--- config.mk ---
export PLATFORM = sky130hd
export DESIGN_NAME = ptlru_ctrl
export DESIGN_NICKNAME = d
export VERILOG_FILES = /design/src/ptlru_pkg.sv /design/src/ptlru_ctrl.sv
export SDC_FILE = /design/constraint.sdc
export NUM_CORES = 1
export LEC_CHECK = 0
export ABC_AREA = 1
export ABC_CLOCK_PERIOD_IN_PS = 1630
export BUFFER_PORTS_ARGS = -buffer_cell sky130_fd_sc_hd__buf_2
export CORE_MARGIN = 4
export CORE_UTILIZATION = 35
export DETAILED_ROUTE_END_ITERATION = 8
export SETUP_SLACK_MARGIN = 0.15
export SYNTH_ARGS = -nofsm -noshare
export SYNTH_HDL_FRONTEND = slang
export SYNTH_SLANG_ARGS = --single-unit
export TNS_END_PERCENT = 100
--- constraint.sdc ---
create_clock -name clk -period 1.63 [get_ports clk]
set_clock_uncertainty 0.05 [all_clocks]
set_input_delay 0.326 -clock clk [delete_from_list [all_inputs] [get_ports clk]]
set_output_delay 0.326 -clock clk [all_outputs]
set_load 0.05 [all_outputs]
--- src/ptlru_pkg.sv ---
// Shared constants, command codes and controller/datapath interface types.
`timescale 1ns / 1ps
package ptlru_pkg;

  // Pool geometry
  localparam int SLOT_COUNT = 64;
  localparam int SLOT_W     = 6;
  localparam int IDX_W      = 7;
  localparam int ADDR_W     = 64;
  localparam int CNT_W      = 7;
  localparam logic [IDX_W-1:0] NO_SLOT = IDX_W'(SLOT_COUNT);
  localparam logic [CNT_W-1:0] MAX_RESULTS = CNT_W'(SLOT_COUNT);

  // Page size, a power of two, so slot * size is a shift
  localparam longint PAGE_BYTES = 65536;
  localparam int     PAGE_SHIFT = $clog2(PAGE_BYTES);

  // Command codes
  typedef enum logic [2:0] {
    CMD_ALLOC  = 3'd0,
    CMD_FREE   = 3'd1,
    CMD_TOUCH  = 3'd2,
    CMD_LOOKUP = 3'd3,
    CMD_SELECT = 3'd4
  } cmd_t;

  // Result status codes
  localparam logic [1:0] ST_OK        = 2'd0;
  localparam logic [1:0] ST_RESIDENT  = 2'd1;
  localparam logic [1:0] ST_FULL      = 2'd2;
  localparam logic [1:0] ST_NOT_FOUND = 2'd3;

  // Datapath operations issued by the controller
  typedef enum logic [3:0] {
    OP_NONE     = 4'd0,
    OP_LOAD     = 4'd1,
    OP_SCAN_RD  = 4'd2,
    OP_SCAN_CMP = 4'd3,
    OP_POP_RD   = 4'd4,
    OP_POP_TAKE = 4'd5,
    OP_NEW_TAKE = 4'd6,
    OP_LINK1    = 4'd7,
    OP_LINK2    = 4'd8,
    OP_UNL_RD   = 4'd9,
    OP_UNL2     = 4'd10,
    OP_UNL3     = 4'd11,
    OP_SEL_INIT = 4'd12,
    OP_SEL_RD   = 4'd13,
    OP_EMIT     = 4'd14,
    OP_SEL_EMIT = 4'd15
  } dp_op_t;

  // Fields of a plain (non-select) result
  typedef struct packed {
    logic [1:0] status;
    logic       slot_ok;
    logic       resident;
  } res_t;

  typedef struct packed {
    dp_op_t op;
    res_t   res;
  } ctl_t;

  typedef struct packed {
    logic [2:0] cmd;
    logic       out_busy;
    logic       match;
    logic       scan_last;
    logic       hit;
    logic       is_mr;
    logic       free_avail;
    logic       unused_avail;
    logic       sel_more;
    logic       sel_last;
  } dp_stat_t;

endpackage

--- src/ptlru_ctrl.sv ---
// Controller: sequences search, allocation, link updates and select walks.
`timescale 1ns / 1ps
module ptlru_ctrl (
  input  logic                clk,
  input  logic                rst_n,
  input  logic                in_valid,
  output logic                in_ready,
  input  logic [2:0]          in_cmd,
  input  ptlru_pkg::dp_stat_t stat,
  output ptlru_pkg::ctl_t     ctl
);
  import ptlru_pkg::*;

  typedef enum logic [16:0] {
    S_IDLE  = 17'h00001,
    S_SRD   = 17'h00002,
    S_SCMP  = 17'h00004,
    S_DISP  = 17'h00008,
    S_POPRD = 17'h00010,
    S_POPTK = 17'h00020,
    S_NEWTK = 17'h00040,
    S_L1    = 17'h00080,
    S_L2    = 17'h00100,
    S_URD   = 17'h00200,
    S_U2    = 17'h00400,
    S_U3    = 17'h00800,
    S_SINIT = 17'h01000,
    S_SCHK  = 17'h02000,
    S_SELRD = 17'h04000,
    S_SELEM = 17'h08000,
    S_EMIT  = 17'h10000
  } state_t;

  localparam res_t RES_NF    = '{status: ST_NOT_FOUND, slot_ok: 1'b0, resident: 1'b0};
  localparam res_t RES_HIT   = '{status: ST_OK, slot_ok: 1'b1, resident: 1'b1};

  state_t state_r, state_nxt;
  res_t   res_r, res_nxt;

  // State and pending result registers
  always_ff @(posedge clk) begin
    if (!rst_n) begin
      state_r <= S_IDLE;
      res_r   <= RES_NF;
    end else begin
      state_r <= state_nxt;
      res_r   <= res_nxt;
    end
  end

  assign in_ready = (state_r == S_IDLE);

  // Next state and datapath command
  always_comb begin
    state_nxt = state_r;
    res_nxt   = res_r;
    ctl.op    = OP_NONE;
    ctl.res   = res_r;
    case (state_r)
      S_IDLE: begin
        if (in_valid) begin
          ctl.op = OP_LOAD;
          if (in_cmd == CMD_SELECT) begin
            state_nxt = S_SINIT;
          end else if (in_cmd > CMD_SELECT) begin
            res_nxt   = RES_NF;
            state_nxt = S_EMIT;
          end else begin
            state_nxt = S_SRD;
          end
        end
      end
      S_SRD: begin
        ctl.op    = OP_SCAN_RD;
        state_nxt = S_SCMP;
      end
      S_SCMP: begin
        ctl.op    = OP_SCAN_CMP;
        state_nxt = (stat.match || stat.scan_last) ? S_DISP : S_SRD;
      end
      S_DISP: begin
        state_nxt = S_EMIT;
        res_nxt   = RES_NF;
        case (stat.cmd)
          CMD_ALLOC: begin
            if (stat.hit) begin
              res_nxt = '{status: ST_RESIDENT, slot_ok: 1'b0, resident: 1'b1};
            end else if (stat.free_avail) begin
              state_nxt = S_POPRD;
            end else if (stat.unused_avail) begin
              state_nxt = S_NEWTK;
            end else begin
              res_nxt = '{status: ST_FULL, slot_ok: 1'b0, resident: 1'b0};
            end
          end
          CMD_FREE: begin
            if (stat.hit) state_nxt = S_URD;
          end
          CMD_TOUCH: begin
            if (stat.hit && stat.is_mr) res_nxt = RES_HIT;
            else if (stat.hit) state_nxt = S_URD;
          end
          CMD_LOOKUP: begin
            if (stat.hit) res_nxt = RES_HIT;
          end
          default: begin
          end
        endcase
      end
      S_POPRD: begin
        ctl.op    = OP_POP_RD;
        state_nxt = S_POPTK;
      end
      S_POPTK: begin
        ctl.op    = OP_POP_TAKE;
        state_nxt = S_L1;
      end
      S_NEWTK: begin
        ctl.op    = OP_NEW_TAKE;
        state_nxt = S_L1;
      end
      S_L1: begin
        ctl.op    = OP_LINK1;
        state_nxt = S_L2;
      end
      S_L2: begin
        ctl.op    = OP_LINK2;
        res_nxt   = RES_HIT;
        state_nxt = S_EMIT;
      end
      S_URD: begin
        ctl.op    = OP_UNL_RD;
        state_nxt = S_U2;
      end
      S_U2: begin
        ctl.op    = OP_UNL2;
        state_nxt = (stat.cmd == CMD_TOUCH) ? S_L1 : S_U3;
      end
      S_U3: begin
        ctl.op    = OP_UNL3;
        res_nxt   = '{status: ST_OK, slot_ok: 1'b1, resident: 1'b0};
        state_nxt = S_EMIT;
      end
      S_SINIT: begin
        ctl.op    = OP_SEL_INIT;
        state_nxt = S_SCHK;
      end
      S_SCHK: begin
        if (stat.sel_more) begin
          state_nxt = S_SELRD;
        end else begin
          res_nxt   = '{status: ST_OK, slot_ok: 1'b0, resident: 1'b0};
          state_nxt = S_EMIT;
        end
      end
      S_SELRD: begin
        ctl.op    = OP_SEL_RD;
        state_nxt = S_SELEM;
      end
      S_SELEM: begin
        if (!stat.out_busy) begin
          ctl.op    = OP_SEL_EMIT;
          state_nxt = stat.sel_last ? S_IDLE : S_SELRD;
        end
      end
      S_EMIT: begin
        if (!stat.out_busy) begin
          ctl.op    = OP_EMIT;
          state_nxt = S_IDLE;
        end
      end
      default: state_nxt = S_IDLE;
    endcase
  end

endmodule

==> flow_summary.json <==
{
  "critPathTopFamily": "simple AND/OR/NAND/NOR gates",
  "cp_num_buf_inv": 2,
  "dieArea_sq_mm": 0.00527,
  "die_h_um": 72.6,
  "critPathMaxFanout": 3,
  "grt-ovfl-total": 0,
  "wl_um": 5270,
  "dp.cells": 346,
  "clkTransAtPathRegs_ps": 90,
  "slowest_stage": "dfxtp_2",
  "design.core.area_sq_mm": 0.00403,
  "r2r_cells": 14,
  "worstPathRequired_ps": 1250,
  "worst_slack_ps": -505,
  "track_usage": 0.208,
  "worstMarginPinSlew_ps": 499,
  "first_global_vias": 1895,
  "core.rowCount": 23,
  "swShare": 0.421,
  "fin_nets": 335,
  "drt_iter0_drc": 73,
  "holdPathStages": 3,
  "synth-seq-cells": 21,
  "max-cap-violations": 0,
  "ant_nets": 0,
  "fillers": 368,
  "p_clk_frac": 0.193,
  "hpwl_um": 3620,
  "r2r-start": "state_r[13]",
  "first_pass_iters": 4,
  "synth_nets": 251,
  "final_cell_area_sq_mm": 0.00249,
  "path_class": "flop to output pin",
  "cts_tree": "done",
  "fin_crit_ps": 2130,
  "die_width_um": 72.6,
  "period_share": 1.31,
  "numCtsBuffers": 3,
  "synthCells": 233,
  "syn_area_sq_mm": 0.00146,
  "critPathArrivalTime_ps": 1760,
  "cts_buffer_depth": 2,
  "p_int_mw": 1.14,
  "wl_per_cell_um": 14.4,
  "antenna_found_initial": 0,
  "wl_met3_um": 230,
  "wl_met1_um": 2230,
  "diodes": 0,
  "start_kind": "flop",
  "fmax_mhz": 468,
  "p_per_area_mw_per_mm2": 791,
  "holdBufCountCts": 0,
  "r2r-end": "state_r[0]",
  "synth_seq_area_share": 0.288,
  "seqPwrFrac": 0.292,
  "grt_pass1_wl_um": 8460,
  "dr_total_vias": 1868,
  "clk_latency_ps": 280,
  "combPwrFrac": 0.515,
  "violations": "negative setup slack",
  "dr_wl_met2_um": 2690,
  "whs_endpoint": "state_r[4]",
  "worst_ir_drop_vdd_mv": 0.553,
  "gp_congestion": 0.914,
  "hold_viol": 0,
  "place_ws_ps": -406,
  "cts_max_level": 1,
  "syn-mean-instance-area_sq_um": 6.27,
  "p_switching_mw": 0.829,
  "viasPerCell": 5.10,
  "drive_above_1_share": 0.509,
  "rrSetupSlack_ps": -160,
  "io_buffers": 26,
  "status": "finished, violations left",
  "rsz0062_at_grt": "true",
  "max_stage_delay_ps": 340,
  "area_growth_pct": 70.3,
  "synth_cell_types": 29,
  "routed.top_layer": "met4",
  "hold_class": "input pin to flop",
  "start_util": 0.362,
  "worstPathCellList": "nor2_4, nand2_2, nor2_2, nand2_4, nor2_4, inv_4, a21oi_4, or3_4, buf_8",
  "root_buffer": "clkbuf_8",
  "cts_sinks": 21,
  "tns_ps": -3980,
  "yosys_warnings": 0,
  "layout.cells.non_filler": 366,
  "min-delay-start": "stat[3]",
  "end_kind": "output pin",
  "io_pins": 27,
  "cpMostUsedCell": "nor2_4",
  "drc": 0,
  "setup_violations": 20,
  "grt_max_degree": 14,
  "slew-limit-headroom": 0.667,
  "placed_area_sq_mm": 0.00201,
  "slew_viol_final": 0,
  "power.leakage_nw": 1.24
}
[synth_stat cells]
library cell,count,share of area
inv_1,28,0.072
nand4_1,5,0.021
a21oi_2,2,0.012
nor2_1,39,0.10
dfxtp_1,21,0.29
nand3_2,2,0.014
nand3_1,28,0.096
nand3_4,1,0.012
a21oi_1,10,0.034
nand2_2,5,0.021
nor4_1,1,0.0043
nand2_4,1,0.0077
o21ai_2,1,0.0060
o32ai_1,1,0.0060
nor3_1,7,0.024
nand2_1,48,0.12
o2111ai_1,2,0.012
inv_2,3,0.0077
or3_1,1,0.0043
nor3b_1,1,0.0051
o21ai_0,5,0.017
nor2_4,1,0.0077
o21ai_1,3,0.010
clkbuf_1,2,0.0051
o211a_1,1,0.0069
nor2_8,2,0.027
nand3b_1,7,0.036
clkinv_1,2,0.0051
nor2_2,3,0.013
[layout make-up]
type	instances	area, sq um	area share
Clock buffer	3	41.3	0.0166
Clock inverter	1	7.51	0.00302
Inverter	33	135	0.0544
Multi-Input combinational cell	178	1200	0.481
Sequential cell	21	439	0.177
Tap cell	50	62.6	0.0252
Timing Repair Buffer	80	604	0.243
[what timing repair did]
item                       CTS  global route
pin swaps                   20             9
buffers inserted            11             4
resized for setup           71            15
setup endpoints to repair   23            23
cloned                       1             0
[power by group through the flow]
stage	sequential, mW	combinational, mW	clock (mW)
4_1_cts	0.571	0.937	0.384
5_1_grt	0.581	1.09	0.411
3_3_place_gp	0.578	0.755	0
3_5_place_dp	0.580	0.756	0
2_1_floorplan	0.657	0.448	0
6_report	0.575	1.01	0.379
[registers in the layout, summed over array words and instances (netlist names)]
name / cells
ctl: 4
state_r: 17
[per-layer routing]
layer | vias up | GRT usage
met5 | - | 0
met4 | 0 | 0.0861
met3 | 11 | 0.0386
met2 | 43 | 0.366
met1 | 877 | 0.247
li1 | 937 | -
[placed cells by master, fill, tap and decap left out, types with 6 or more instances in the layout]
master and n:
buf_4 49, nand2_1 44, inv_1 26, nor2_1 25, buf_2 21, nand3_1 18
dfxtp_2 15, nor2_4 12, nand3_2 9, nand3b_1 7, a21oi_1 7, nand2_4 6
nor2_2 6, dfxtp_1 6
[kinds of logic (layout without fill, tap and decap cells)]
kind of cell | after synthesis | after routing | share of synthesized area
buffers and inverters | 35 | 117 | 0.0900
flip-flops | 21 | 21 | 0.288
AO/OA/AOI/OAI | 25 | 26 | 0.105
AND/OR/NAND/NOR | 152 | 152 | 0.518
[through the flow]
step / hold WS (ps) / util / power [mW]
finish: 245 / 0.617 / 1.97
global route: 243 / 0.617 / 2.08
CTS: 228 / 0.593 / 1.89
detailed placement: 402 / 0.499 / 1.34
global placement: 405 / 0.499 / 1.33
floorplan: 402 / - / 1.11
[tightest hold or removal path, delay by kind of cell]
kind                   cells  cell delay (ps)
AND/OR/NAND/NOR            1               40
buffers and inverters      2              180
[worst max path at each step]
stage                     slack [ps]      to  cells past startpoint        start
after floorplan                  -70  ctl[4]                      7   state_r[2]
after global placement          -390  ctl[5]                      9  state_r[14]
after detailed placement        -410  ctl[5]                      9  state_r[12]
after CTS                       -470  ctl[5]                      9   state_r[7]
after global routing            -570  ctl[5]                      8   state_r[5]
final                           -500  ctl[5]                      9  state_r[13]
(Power assumes the default switching activity.)
